===== src/imu_fd_pkg.sv =====
// Shared types and constants for the IMU fall detector.
// Used by the front end, the sample queue, the back end and the top level.
// No dependencies.
package imu_fd_pkg;

	// Configuration port
	localparam int CFG_IDX_W  = 3;
	localparam int CFG_DATA_W = 19;

	localparam logic [CFG_IDX_W-1:0] CFG_FREEFALL    = 3'd0;
	localparam logic [CFG_IDX_W-1:0] CFG_IMPACT      = 3'd1;
	localparam logic [CFG_IDX_W-1:0] CFG_ORIENTATION = 3'd2;
	localparam logic [CFG_IDX_W-1:0] CFG_IMMOBILITY  = 3'd3;
	localparam logic [CFG_IDX_W-1:0] CFG_HOLD        = 3'd4;

	localparam logic [13:0] FREEFALL_RST    = 14'd500;
	localparam logic [14:0] IMPACT_RST      = 15'd2500;
	localparam logic [18:0] ORIENTATION_RST = 19'd45000;
	localparam logic [7:0]  IMMOBILITY_RST  = 8'd10;
	localparam logic [7:0]  HOLD_RST        = 8'd5;

	// Gyro magnitude to millidegrees per 10 ms sample, Q16
	localparam logic [15:0] TURN_GAIN = 16'd37549;

	// Still band around 1 g: |A - 1000| < 300
	localparam logic [15:0] STILL_LO_MG = 16'd700;
	localparam logic [15:0] STILL_HI_MG = 16'd1300;

	// Reported detector state codes
	localparam logic [2:0] DET_MONITOR   = 3'd0;
	localparam logic [2:0] DET_FREEFALL  = 3'd1;
	localparam logic [2:0] DET_VERIFY    = 3'd2;
	localparam logic [2:0] DET_CONFIRMED = 3'd3;
	localparam logic [2:0] DET_FALSE     = 3'd4;

	// One preprocessed sample travelling from front to back
	typedef struct packed {
		logic [15:0] amag;
		logic [15:0] step;
		logic [31:0] time_ms;
	} item_t;

	// Configuration register set
	typedef struct packed {
		logic [13:0] freefall_mg;
		logic [14:0] impact_mg;
		logic [18:0] orientation_mdeg;
		logic [7:0]  immobility_s;
		logic [7:0]  hold_s;
	} cfg_t;

endpackage


===== src/imu_fd_front.sv =====
// Front end: accepts IMU samples, squares and sums both vectors with one
// shared multiplier, takes two bit-serial square roots and scales the gyro
// magnitude to an orientation step. Depends on imu_fd_pkg.
module imu_fd_front (
	input  logic                clk,
	input  logic                arst_n,
	input  logic                in_valid,
	output logic                in_ready,
	input  logic signed [15:0]  accel_x,
	input  logic signed [15:0]  accel_y,
	input  logic signed [15:0]  accel_z,
	input  logic signed [15:0]  rate_x,
	input  logic signed [15:0]  rate_y,
	input  logic signed [15:0]  rate_z,
	input  logic [31:0]         time_ms,
	output logic                push,
	input  logic                push_ready,
	output imu_fd_pkg::item_t   push_item
);
	import imu_fd_pkg::*;

	typedef enum logic [4:0] {
		F_IDLE  = 5'b00001,
		F_SQ    = 5'b00010,
		F_ROOT  = 5'b00100,
		F_SCALE = 5'b01000,
		F_PUSH  = 5'b10000
	} fstate_t;

	typedef struct packed {
		logic [17:0] rem;
		logic [15:0] root;
	} root_t;

	// One digit of the restoring square root
	function automatic root_t root_step(root_t s, logic [1:0] pair);
		logic [19:0] rem_sh;
		logic [19:0] trial;
		root_t       r;
		rem_sh = {s.rem, pair};
		trial  = {2'b00, s.root, 2'b01};
		if (rem_sh >= trial) begin
			r.rem  = 18'(rem_sh - trial);
			r.root = {s.root[14:0], 1'b1};
		end else begin
			r.rem  = 18'(rem_sh);
			r.root = {s.root[14:0], 1'b0};
		end
		return r;
	endfunction

	fstate_t            fst_q;
	logic signed [15:0] ops_q [6];
	logic [31:0]        time_q;
	logic [3:0]         cnt_q;
	logic [31:0]        prod_q;
	logic [31:0]        asum_q;
	logic [31:0]        wsum_q;
	root_t              aroot_q;
	root_t              wroot_q;
	logic [15:0]        step_q;

	logic signed [31:0] sq;
	logic [31:0]        scaled;
	root_t              anext;
	root_t              wnext;

	assign sq     = ops_q[0] * ops_q[0];
	assign scaled = wroot_q.root * TURN_GAIN;
	assign anext  = root_step(aroot_q, asum_q[31:30]);
	assign wnext  = root_step(wroot_q, wsum_q[31:30]);

	assign in_ready  = (fst_q == F_IDLE);
	assign push      = (fst_q == F_PUSH);
	assign push_item = '{amag: aroot_q.root, step: step_q, time_ms: time_q};

	// Sequencer
	always_ff @(posedge clk or negedge arst_n) begin
		if (!arst_n) begin
			fst_q <= F_IDLE;
			cnt_q <= '0;
		end else begin
			unique case (fst_q)
				F_IDLE: begin
					cnt_q <= '0;
					if (in_valid) fst_q <= F_SQ;
				end
				F_SQ: begin
					if (cnt_q == 4'd6) begin
						cnt_q <= '0;
						fst_q <= F_ROOT;
					end else begin
						cnt_q <= cnt_q + 4'd1;
					end
				end
				F_ROOT: begin
					cnt_q <= cnt_q + 4'd1;
					if (cnt_q == 4'd15) fst_q <= F_SCALE;
				end
				F_SCALE: fst_q <= F_PUSH;
				F_PUSH: if (push_ready) fst_q <= F_IDLE;
				default: fst_q <= F_IDLE;
			endcase
		end
	end

	// Datapath: operand shift line, squares, sums, roots, scaling
	always_ff @(posedge clk) begin
		case (fst_q)
			F_IDLE: begin
				ops_q[0] <= accel_x;
				ops_q[1] <= accel_y;
				ops_q[2] <= accel_z;
				ops_q[3] <= rate_x;
				ops_q[4] <= rate_y;
				ops_q[5] <= rate_z;
				time_q   <= time_ms;
				asum_q   <= '0;
				wsum_q   <= '0;
			end
			F_SQ: begin
				for (int i = 0; i < 5; i++) ops_q[i] <= ops_q[i+1];
				prod_q <= unsigned'(sq);
				if (cnt_q >= 4'd1 && cnt_q <= 4'd3) asum_q <= asum_q + prod_q;
				if (cnt_q >= 4'd4) wsum_q <= wsum_q + prod_q;
				aroot_q <= '0;
				wroot_q <= '0;
			end
			F_ROOT: begin
				aroot_q <= anext;
				wroot_q <= wnext;
				asum_q  <= {asum_q[29:0], 2'b00};
				wsum_q  <= {wsum_q[29:0], 2'b00};
			end
			F_SCALE: step_q <= scaled[31:16];
			default: ;
		endcase
	end

endmodule


===== src/imu_fd_queue.sv =====
// Two-entry queue of preprocessed samples between front and back end.
// Depends on imu_fd_pkg for the entry type.
module imu_fd_queue (
	input  logic              clk,
	input  logic              arst_n,
	input  logic              push,
	output logic              push_ready,
	input  imu_fd_pkg::item_t push_item,
	output logic              pop_valid,
	input  logic              pop,
	output imu_fd_pkg::item_t pop_item
);
	import imu_fd_pkg::*;

	item_t       slot_q [2];
	logic        wr_q;
	logic        rd_q;
	logic [1:0]  cnt_q;
	logic        do_push;
	logic        do_pop;

	assign push_ready = (cnt_q != 2'd2);
	assign pop_valid  = (cnt_q != 2'd0);
	assign pop_item   = slot_q[rd_q];
	assign do_push    = push && push_ready;
	assign do_pop     = pop && pop_valid;

	// Pointers and fill count
	always_ff @(posedge clk or negedge arst_n) begin
		if (!arst_n) begin
			wr_q  <= 1'b0;
			rd_q  <= 1'b0;
			cnt_q <= '0;
		end else begin
			if (do_push) wr_q <= ~wr_q;
			if (do_pop) rd_q <= ~rd_q;
			case ({do_push, do_pop})
				2'b10:   cnt_q <= cnt_q + 2'd1;
				2'b01:   cnt_q <= cnt_q - 2'd1;
				default: ;
			endcase
		end
	end

	// Entry storage
	always_ff @(posedge clk) begin
		if (do_push) slot_q[wr_q] <= push_item;
	end

endmodule


===== src/imu_fd_back.sv =====
// Back end: runs the fall state machine on preprocessed samples and holds
// the result transaction in an output register. Depends on imu_fd_pkg.
module imu_fd_back (
	input  logic              clk,
	input  logic              arst_n,
	input  imu_fd_pkg::cfg_t  cfg,
	input  logic              pop_valid,
	output logic              pop,
	input  imu_fd_pkg::item_t pop_item,
	output logic              out_valid,
	input  logic              out_ready,
	output logic [2:0]        detector_state,
	output logic              fall_confirmed,
	output logic [15:0]       accel_magnitude_mg,
	output logic [15:0]       peak_impact_mg,
	output logic [31:0]       orientation_mdeg,
	output logic [31:0]       freefall_span_ms,
	output logic [31:0]       falls_total
);
	import imu_fd_pkg::*;

	typedef enum logic [1:0] {
		B_LOAD = 2'b01,
		B_EVAL = 2'b10
	} bstate_t;

	typedef enum logic [4:0] {
		MD_MONITOR   = 5'b00001,
		MD_FREEFALL  = 5'b00010,
		MD_VERIFY    = 5'b00100,
		MD_CONFIRMED = 5'b01000,
		MD_FALSE     = 5'b10000
	} mode_t;

	bstate_t     bst_q;
	mode_t       mode_q;
	logic [31:0] ffstart_q;
	logic [31:0] impact_q;
	logic [15:0] peak_q;
	logic [31:0] turn_q;
	logic [31:0] tally_q;
	logic [17:0] immo_ms_q;
	logic [17:0] hold_ms_q;
	item_t       cur_s1;
	logic [31:0] delta_s1;
	logic        out_valid_q;

	mode_t       mode_d;
	logic [31:0] ffstart_d;
	logic [31:0] impact_d;
	logic [15:0] peak_d;
	logic [31:0] turn_d;
	logic [31:0] tally_d;
	logic        pulse_d;
	logic [31:0] dur_d;
	logic [32:0] turn_sum;
	logic [2:0]  code_d;
	logic [17:0] immo_ext;
	logic [17:0] hold_ext;
	logic        slot_free;
	logic        commit;

	assign slot_free = !out_valid_q || out_ready;
	assign commit    = (bst_q == B_EVAL) && slot_free;
	assign pop       = (bst_q == B_LOAD) && pop_valid;
	assign out_valid = out_valid_q;
	assign immo_ext  = {10'd0, cfg.immobility_s};
	assign hold_ext  = {10'd0, cfg.hold_s};
	assign turn_sum  = {1'b0, turn_q} + {17'd0, cur_s1.step};

	// Seconds to milliseconds: x*1000 = x*1024 - x*16 - x*8
	always_ff @(posedge clk) begin
		immo_ms_q <= (immo_ext << 10) - (immo_ext << 4) - (immo_ext << 3);
		hold_ms_q <= (hold_ext << 10) - (hold_ext << 4) - (hold_ext << 3);
	end

	// Next detector state for the sample in cur_s1
	always_comb begin
		mode_d    = mode_q;
		ffstart_d = ffstart_q;
		impact_d  = impact_q;
		peak_d    = peak_q;
		turn_d    = turn_q;
		tally_d   = tally_q;
		pulse_d   = 1'b0;
		dur_d     = '0;
		unique case (mode_q)
			MD_MONITOR: begin
				if (cur_s1.amag < {2'b00, cfg.freefall_mg}) begin
					mode_d    = MD_FREEFALL;
					ffstart_d = cur_s1.time_ms;
				end
			end
			MD_FREEFALL: begin
				if (cur_s1.amag > {1'b0, cfg.impact_mg}) begin
					impact_d = cur_s1.time_ms;
					peak_d   = cur_s1.amag;
					turn_d   = {16'd0, cur_s1.step};
					mode_d   = MD_VERIFY;
				end else if (cur_s1.amag >= {2'b00, cfg.freefall_mg}) begin
					mode_d = MD_MONITOR;
				end
			end
			MD_VERIFY: begin
				if (delta_s1 >= {14'd0, immo_ms_q}) begin
					if (cur_s1.amag > STILL_LO_MG && cur_s1.amag < STILL_HI_MG &&
					    turn_q > {13'd0, cfg.orientation_mdeg}) begin
						mode_d  = MD_CONFIRMED;
						tally_d = tally_q + 32'd1;
						pulse_d = 1'b1;
						dur_d   = impact_q - ffstart_q;
					end else begin
						mode_d = MD_FALSE;
					end
				end else if ({cur_s1.amag, 1'b0} > {2'b00, cfg.impact_mg}) begin
					if (cur_s1.amag > peak_q) peak_d = cur_s1.amag;
					turn_d = turn_sum[32] ? '1 : turn_sum[31:0];
				end
			end
			MD_CONFIRMED: begin
				if (delta_s1 > {14'd0, hold_ms_q}) mode_d = MD_MONITOR;
			end
			MD_FALSE: mode_d = MD_MONITOR;
			default:  mode_d = MD_MONITOR;
		endcase
	end

	// Reported state code
	always_comb begin
		unique case (mode_d)
			MD_MONITOR:   code_d = DET_MONITOR;
			MD_FREEFALL:  code_d = DET_FREEFALL;
			MD_VERIFY:    code_d = DET_VERIFY;
			MD_CONFIRMED: code_d = DET_CONFIRMED;
			MD_FALSE:     code_d = DET_FALSE;
			default:      code_d = DET_MONITOR;
		endcase
	end

	// Control and detector state
	always_ff @(posedge clk or negedge arst_n) begin
		if (!arst_n) begin
			bst_q       <= B_LOAD;
			mode_q      <= MD_MONITOR;
			ffstart_q   <= '0;
			impact_q    <= '0;
			peak_q      <= '0;
			turn_q      <= '0;
			tally_q     <= '0;
			out_valid_q <= 1'b0;
		end else begin
			// a new result wins over the receiver taking the old one
			if (commit)
				out_valid_q <= 1'b1;
			else if (out_ready)
				out_valid_q <= 1'b0;
			unique case (bst_q)
				B_LOAD: if (pop_valid) bst_q <= B_EVAL;
				B_EVAL: begin
					if (slot_free) begin
						bst_q     <= B_LOAD;
						mode_q    <= mode_d;
						ffstart_q <= ffstart_d;
						impact_q  <= impact_d;
						peak_q    <= peak_d;
						turn_q    <= turn_d;
						tally_q   <= tally_d;
					end
				end
				default: bst_q <= B_LOAD;
			endcase
		end
	end

	// Sample capture and elapsed time since impact
	always_ff @(posedge clk) begin
		if (pop) begin
			cur_s1   <= pop_item;
			delta_s1 <= pop_item.time_ms - impact_q;
		end
	end

	// Result register
	always_ff @(posedge clk) begin
		if (commit) begin
			detector_state     <= code_d;
			fall_confirmed     <= pulse_d;
			accel_magnitude_mg <= cur_s1.amag;
			peak_impact_mg     <= peak_d;
			orientation_mdeg   <= turn_d;
			freefall_span_ms   <= dur_d;
			falls_total        <= tally_d;
		end
	end

endmodule


===== src/imu_fall_detector.sv =====
// IMU fall detector, top level: configuration registers, front end,
// sample queue and back end. Depends on imu_fd_pkg, imu_fd_front,
// imu_fd_queue and imu_fd_back.
//
// Usage: one IMU sample (three accel axes, three gyro axes, timestamp) is
// one transaction on the input channel (in_valid/in_ready); each sample
// gives exactly one result transaction on the output channel
// (out_valid/out_ready) with the detector state and fall figures.
// Configuration is written through cfg_we/cfg_index/cfg_data, one register
// per cycle, while no sample is in flight; indexes above 4 are ignored.
// The front end accepts a sample, squares its six axes on one shared
// multiplier and sums them, takes two bit-serial square roots of 16 result
// bits, scales the gyro root with one multiply and pushes the item into the
// queue; it accepts no new sample until that push is done. The back end
// loads each sample from the queue and evaluates it once the output register
// is free, one sample at a time; out_valid rises when the result is written.
// A two-entry queue sits between front and back end, and the output
// register holds a finished result, so a stalled receiver holds up the
// input only once the output register, the back end and the queue are full.
// Reset (arst_n low) clears the detector state, counters, queue and
// handshakes and loads the configuration defaults.
module imu_fall_detector (
	input  logic                              clk,
	input  logic                              arst_n,
	input  logic                              cfg_we,
	input  logic [imu_fd_pkg::CFG_IDX_W-1:0]  cfg_index,
	input  logic [imu_fd_pkg::CFG_DATA_W-1:0] cfg_data,
	input  logic                              in_valid,
	output logic                              in_ready,
	input  logic signed [15:0]                accel_x,
	input  logic signed [15:0]                accel_y,
	input  logic signed [15:0]                accel_z,
	input  logic signed [15:0]                rate_x,
	input  logic signed [15:0]                rate_y,
	input  logic signed [15:0]                rate_z,
	input  logic [31:0]                       time_ms,
	output logic                              out_valid,
	input  logic                              out_ready,
	output logic [2:0]                        detector_state,
	output logic                              fall_confirmed,
	output logic [15:0]                       accel_magnitude_mg,
	output logic [15:0]                       peak_impact_mg,
	output logic [31:0]                       orientation_mdeg,
	output logic [31:0]                       freefall_span_ms,
	output logic [31:0]                       falls_total
);
	import imu_fd_pkg::*;

	cfg_t  cfg_q;
	logic  push;
	logic  push_ready;
	item_t push_item;
	logic  pop_valid;
	logic  pop;
	item_t pop_item;

	// Configuration registers
	always_ff @(posedge clk or negedge arst_n) begin
		if (!arst_n) begin
			cfg_q.freefall_mg      <= FREEFALL_RST;
			cfg_q.impact_mg        <= IMPACT_RST;
			cfg_q.orientation_mdeg <= ORIENTATION_RST;
			cfg_q.immobility_s     <= IMMOBILITY_RST;
			cfg_q.hold_s           <= HOLD_RST;
		end else if (cfg_we) begin
			unique case (cfg_index)
				CFG_FREEFALL:    cfg_q.freefall_mg      <= cfg_data[13:0];
				CFG_IMPACT:      cfg_q.impact_mg        <= cfg_data[14:0];
				CFG_ORIENTATION: cfg_q.orientation_mdeg <= cfg_data[18:0];
				CFG_IMMOBILITY:  cfg_q.immobility_s     <= cfg_data[7:0];
				CFG_HOLD:        cfg_q.hold_s           <= cfg_data[7:0];
				default: ;
			endcase
		end
	end

	imu_fd_front u_front (
		.clk        (clk),
		.arst_n     (arst_n),
		.in_valid   (in_valid),
		.in_ready   (in_ready),
		.accel_x    (accel_x),
		.accel_y    (accel_y),
		.accel_z    (accel_z),
		.rate_x     (rate_x),
		.rate_y     (rate_y),
		.rate_z     (rate_z),
		.time_ms    (time_ms),
		.push       (push),
		.push_ready (push_ready),
		.push_item  (push_item)
	);

	imu_fd_queue u_queue (
		.clk        (clk),
		.arst_n     (arst_n),
		.push       (push),
		.push_ready (push_ready),
		.push_item  (push_item),
		.pop_valid  (pop_valid),
		.pop        (pop),
		.pop_item   (pop_item)
	);

	imu_fd_back u_back (
		.clk                (clk),
		.arst_n             (arst_n),
		.cfg                (cfg_q),
		.pop_valid          (pop_valid),
		.pop                (pop),
		.pop_item           (pop_item),
		.out_valid          (out_valid),
		.out_ready          (out_ready),
		.detector_state     (detector_state),
		.fall_confirmed     (fall_confirmed),
		.accel_magnitude_mg (accel_magnitude_mg),
		.peak_impact_mg     (peak_impact_mg),
		.orientation_mdeg   (orientation_mdeg),
		.freefall_span_ms   (freefall_span_ms),
		.falls_total        (falls_total)
	);

endmodule

===== config.mk =====
export PLATFORM = sky130hd
export DESIGN_NAME = imu_fall_detector
export DESIGN_NICKNAME = d
export VERILOG_FILES = /design/src/imu_fd_pkg.sv /design/src/imu_fd_front.sv /design/src/imu_fd_queue.sv /design/src/imu_fd_back.sv /design/src/imu_fall_detector.sv
export SDC_FILE = /design/constraint.sdc
export NUM_CORES = 2
export LEC_CHECK = 0
export BUFFER_PORTS_ARGS = -buffer_cell sky130_fd_sc_hd__buf_2
export CORE_UTILIZATION = 63
export DETAILED_ROUTE_END_ITERATION = 8
export PLACE_DENSITY = 0.81
export SETUP_SLACK_MARGIN = 0.15
export SYNTH_ARGS = -nofsm -noshare
export SYNTH_HDL_FRONTEND = slang
export SYNTH_SLANG_ARGS = --single-unit

===== constraint.sdc =====
create_clock -name clk -period 8.8 [get_ports clk]
set_input_delay 0.88 -clock clk [delete_from_list [all_inputs] [get_ports clk]]
set_output_delay 0.88 -clock clk [all_outputs]
set_load 0.02 [all_outputs]

Yosys cells after proc, flatten, opt, wreduce, memory -nomap -nowiden --
Memories as Yosys holds them, arrays and structs flattened. Cells that the tools add are included.
Word-level totals: register bits 705, input bits 155, output and inout bits 134, memories kept 2, memory bits (writable) 224, word-level logic and storage cells 196
Cells by class: bitwise logic cells 7, magnitude comparators 15, muxes and demuxes 54, reductions and logical operators 29, $add $sub $neg 15, $mul 2, eq/ne operators 32
Memory list:
- u_queue.slot_q | depth 2, width 64, rd ports 1, clocked after memory_dff 0, write ports 1, line imu_fd_queue.sv:15 | item_t slot_q [2];
- u_front.ops_q | depth 6, width 16, rd ports 6, clocked after memory_dff 0, write ports 6, line imu_fd_front.sv:53 | logic signed [15:0] ops_q [6];
Operator list (count):
- $mux W32 | 9
- $pmux W32 S3 | 2
- $mux W16 | 9
- $pmux W34 S2 | 2
- $mux W34 | 2
- $add A32 B32 Y32 | 2
- $pmux W32 S2 | 1
- $sub A32 B32 Y32 | 2
- $mux W5 | 10
- $ge A20 B18 Y1 | 2
- $sub A18 B11 Y18 | 2
- $sub A18 B12 Y18 | 2
- $sub A18 B18 Y18 | 2
- $add A32 B16 Y33 | 1
- $add A32 B1 Y32 const B | 1
- $ge A32 B18 Y1 | 1
- $gt A32 B18 Y1 | 1
- $gt A32 B19 Y1 | 1
- $mul A16 B16 Y32 | 1
- $mul A16 B16 Y32 const B | 1
- $pmux W16 S2 | 1
- $pmux W5 S5 | 1
- $pmux W5 S4 | 1
- $reduce_and A2 Y1 | 10
- 43 further kinds | 87

Depth between registers and ports, before layout --
word-level depth 8, depth in mapped cells 27, mapped depth without buffers 26

Modules after synthesis --
From an unflattened synthesis, not the netlist that was laid out.
Unflattened totals: cells, all modules 5510, area total of the unflattened synthesis 60578.1 µm²
Modules (own cells, without submodules):
- imu_fd_front | instances 1, area an instance 29663.4 µm², cells an instance 2908, seq. area each 9445.3 µm²
- imu_fd_back | instances 1, area an instance 23376.2 µm², cells an instance 2247, seq. area each 11253.3 µm²
- imu_fd_queue | instances 1, area an instance 5019.8 µm², cells an instance 216, seq. area each 3943.8 µm²
- imu_fall_detector | instances 1, area an instance 2518.7 µm², cells an instance 139, seq. area each 1631.6 µm²

Worst setup path after synthesis --
No wires, ideal clock.
path kind reg-to-reg, from mem u_front.ops_q[0][1], to reg u_front.prod_q[28] (data pin), data arrival time 6.094 ns, cell stages (with the launch flop) 27, required time 8.539 ns, clock period less this slack 6.355 ns, setup time 0.261 ns, setup slack 2.445 ns, path through edfxtp_1 clkbuf_1 clkbuf_1 nand2_1 fa_1 inv_1 fa_1 ha_1 inv_1 fa_1 inv_1 fa_1 inv_1 fa_1 inv_1 ha_1 a21o_1 a21oi_1 nor2b_1 a2111o_1 a31oi_1 o22a_1 a311oi_1 o21a_1 o21ai_1 nor3b_1 a311o_1
RTL lines:
- from (decl) | line imu_fd_front.sv:53
- to (signal assigned) | line imu_fd_front.sv:123 | prod_q <= unsigned'(sq);
- to (decl) | line imu_fd_front.sv:56 | logic [31:0] prod_q;

==> impl_results.md <==
- Avg WL per Cell: about 19 um
- Worst-path clk slew: around 0.060 ns
- Slowest cell on crit path: edfxtp_1
- CP Cell Sequence: and2_1 -> inv_1 -> fa_1 -> inv_1 -> fa_1 -> inv_1 -> fa_1 -> inv_1 -> fa_1 -> fa_1 -> inv_1 -> fa_1 -> inv_1 -> ha_1 -> nor2b_1 -> o21ai_0 -> nand2b_1 -> a31oi_1 -> o22a_1 -> a311oi_1 -> o21a_1 -> o21ai_1 -> nor3b_1 -> a311o_1
- DR iter-0 viols: 3009
- Fill count: roughly 6600
- Largest net degree at the start of global routing: approximately 110
- Worst slew pin tran: 1.234 ns
- Max Cap Viol: 0
- EDFF count, synth: 663
- Syn. warnings: 0
- Seq/Total Area, Yosys: 0.4408
- Worst path bufs/invs: 6
- Most frequent cells in the layout: inv_1 (744), edfxtp_1 (663), nand2_1 (634)
- Gpl congestion: 0.9196
- Top_reg_cell synth: edfxtp_1
- Period Utilization, post-route: 0.8057
- Crit-path max FO: 19
- Syn_area_per_cell: 10.88 um2
- Worst Path Required: roughly 9.2 ns
- Final HPWL DP: 97940 um
- Die W: 309.6 um
- FFs w/ async S/R, synth: 0.2484
- Clk buf depth: 3
- Setup TNS: 0 ns
- Vias in the first global route: 41860
- Clock latency on the worst-skew pair: 0.69 ns
- Layout cells sized above 1: 0.1156
- Post-CTS Setup Inserts: 0
- Port bufs: 288
- Critical Path Start Type: register
- Vias: between 40000 and 50000
- Status: completed
- Slew Limit Fails: 0
- DRT Pass-1 Iters: 6
- Crit path max-delay family: adder cells
- Worst path max stage delay: roughly 0.9 ns
- Overall routed net length: 134500 um
- Final min period: 7.090 ns
- Via density: 5.778
- CTS tree: done
- Hold crit path type: input port to async pin
- Num CTS Buffers: 96
- Area share of the largest cell type after synthesis: 0.3340
- Library cell with the largest summed area after synthesis: edfxtp_1
- Total global routing overflow: 0
- Die Height: 309.6 um
- CP Capture Type: register
- # hold bufs at CTS: 0
- Area Growth Syn to Fin: 10.40%
- Post-Synthesis Cells: 5477
- CTS Sinks: around 920
- H-Tree Depth: 3
- Final #Nets: 6798
- First-pass GRT wire length: around 220000 um
- Die ar.: 95850 um2
- Initial core utilization: 0.6377
- Commonest non-fill, non-tap cell in the layout: inv_1
- RSZ-0062 raised after global routing: no
- Post-synthesis register bit count: 922
- Cell Area, Synth: just under 60000 um2
- Clock skew: 0.02416 ns
- WS Path Type: register to register
- Final setup violation count: 0
- Net Count, Synth: 6507
- GRT Overall Usage: 0.2846
- Std cell rows: ~110
- FMAX: 141.0 MHz
- Crit path DAT: 7.51 ns
- DRT antenna net count: 0
- Root buffer cell: clkbuf_16
- Post-synth cell types: 93
- Final Hold Vio Count: 0
- Cts repair resizes: 0
- Drt drc: 0
- Normalized max-slew margin: 0.1754
- Top cells by area, synth: edfxtp_1 (33%), ha_1 (12%), fa_1 (10%)
- Initial antenna violation count: 3
- Fin Hold WS: 0.2221 ns
- Core Area: 93470 um2
- Io pins: 289
cells in the mapped netlist, types with 10 or more instances:
cell	n
inv_1	747
edfxtp_1	663
nand2_1	636
ha_1	565
nor2_1	320
fa_1	310
o21ai_0	270
dfrtp_1	202
a21oi_1	201
xnor2_1	183
a21o_1	135
mux2_2	132
xor2_1	118
clkbuf_1	100
nand3_1	63
nor3_1	61
and2_1	59
nor2b_1	57
nand4_1	49
nand2b_1	47
o21a_1	45
and3_1	39
mux2i_1	35
o21bai_1	32
dfxtp_1	30
dfstp_2	27
o21ai_1	26
a31oi_1	25
a211oi_1	23
buf_1	22
a22o_1	17
o31ai_1	17
o211ai_1	15
or3_1	13
nor4_1	12
nand3b_1	11
a22oi_1	10
per-stage QoR:
step,setup slack [ns],util,instance area (um2),std cells
global route,1.357,0.7040,65800,7105
CTS,1.781,0.7040,65800,7104
floorplan,2.445,-,59610,5477
finish,1.710,0.7040,65810,7106
global placement,1.955,0.6689,62520,6924
detailed placement,1.801,0.6689,62520,6924
path summary, 6_finish.rpt:
| check | startpoint | slack, ns | endpoint | depth (start not counted) |
|---|---|---|---|---|
| setup / recovery | u_front.ops_q[0][5] | 1.71 | u_front.prod_q[28] | 24 |
| hold / removal | arst_n | 0.22 | u_back.ffstart_q[1] | 1 |
| setup reg to reg | u_front.ops_q[0][5] | 1.71 | u_front.prod_q[28] | 24 |
| hold reg to reg | u_front.step_q[0] | 0.45 | u_queue.slot_q[1][32] | 0 |
| max in group asynchronous | arst_n | 7.09 | u_back.tally_q[31] | 2 |
| min in group clk | time_ms[12] | 0.36 | u_front.time_q[12] | 1 |
area by class of cell:
cell class / instances / area (um2) / share of cell area
clock buffer: 118 / 2546 / 0.03869
inverter: 749 / 2821 / 0.04288
timing repair buffer: 320 / 1692 / 0.02571
clock inverter: 62 / 737.0 / 0.01120
multi-input combinational: 3679 / 30160 / 0.4583
antenna: 2 / 5.005 / 0.00007605
sequential: 922 / 26280 / 0.3993
tap: 1254 / 1569 / 0.02384
sequential cells by signal, summed over array words and instances, names as in the netlist, 34 cells and up:
| signal | flops |
|---|---|
| u_queue.slot_q | 128 |
| u_front.ops_q | 96 |
| cfg_q | 64 |
| u_back.cur_s1 | 64 |
| u_front.wroot_q | 34 |
kinds of logic after synthesis:
| logic type | after synthesis | share of synthesized area |
|---|---|---|
| adders and majority gates | 875 | 0.2227 |
| xor gates and xnor gates | 301 | 0.04423 |
| AOI/OAI and AO/OA | 916 | 0.09716 |
| DFF | 922 | 0.4408 |
| and+or+nand+nor | 1411 | 0.1072 |
| muxes | 176 | 0.03251 |
| buffers and inverters | 876 | 0.05541 |
metal layers:
metal,up-vias,part of all wire,GRT usage
li1,19350,-,-
met1,20050,0.41,0.3609
met2,1355,0.50,0.4912
met3,294,0.063,0.04461
met4,2,0.035,0.1081
met5,-,0.000089,0
Power is not shown: default switching activity piles up to over one toggle a cycle in this logic, so the estimate is an artifact.
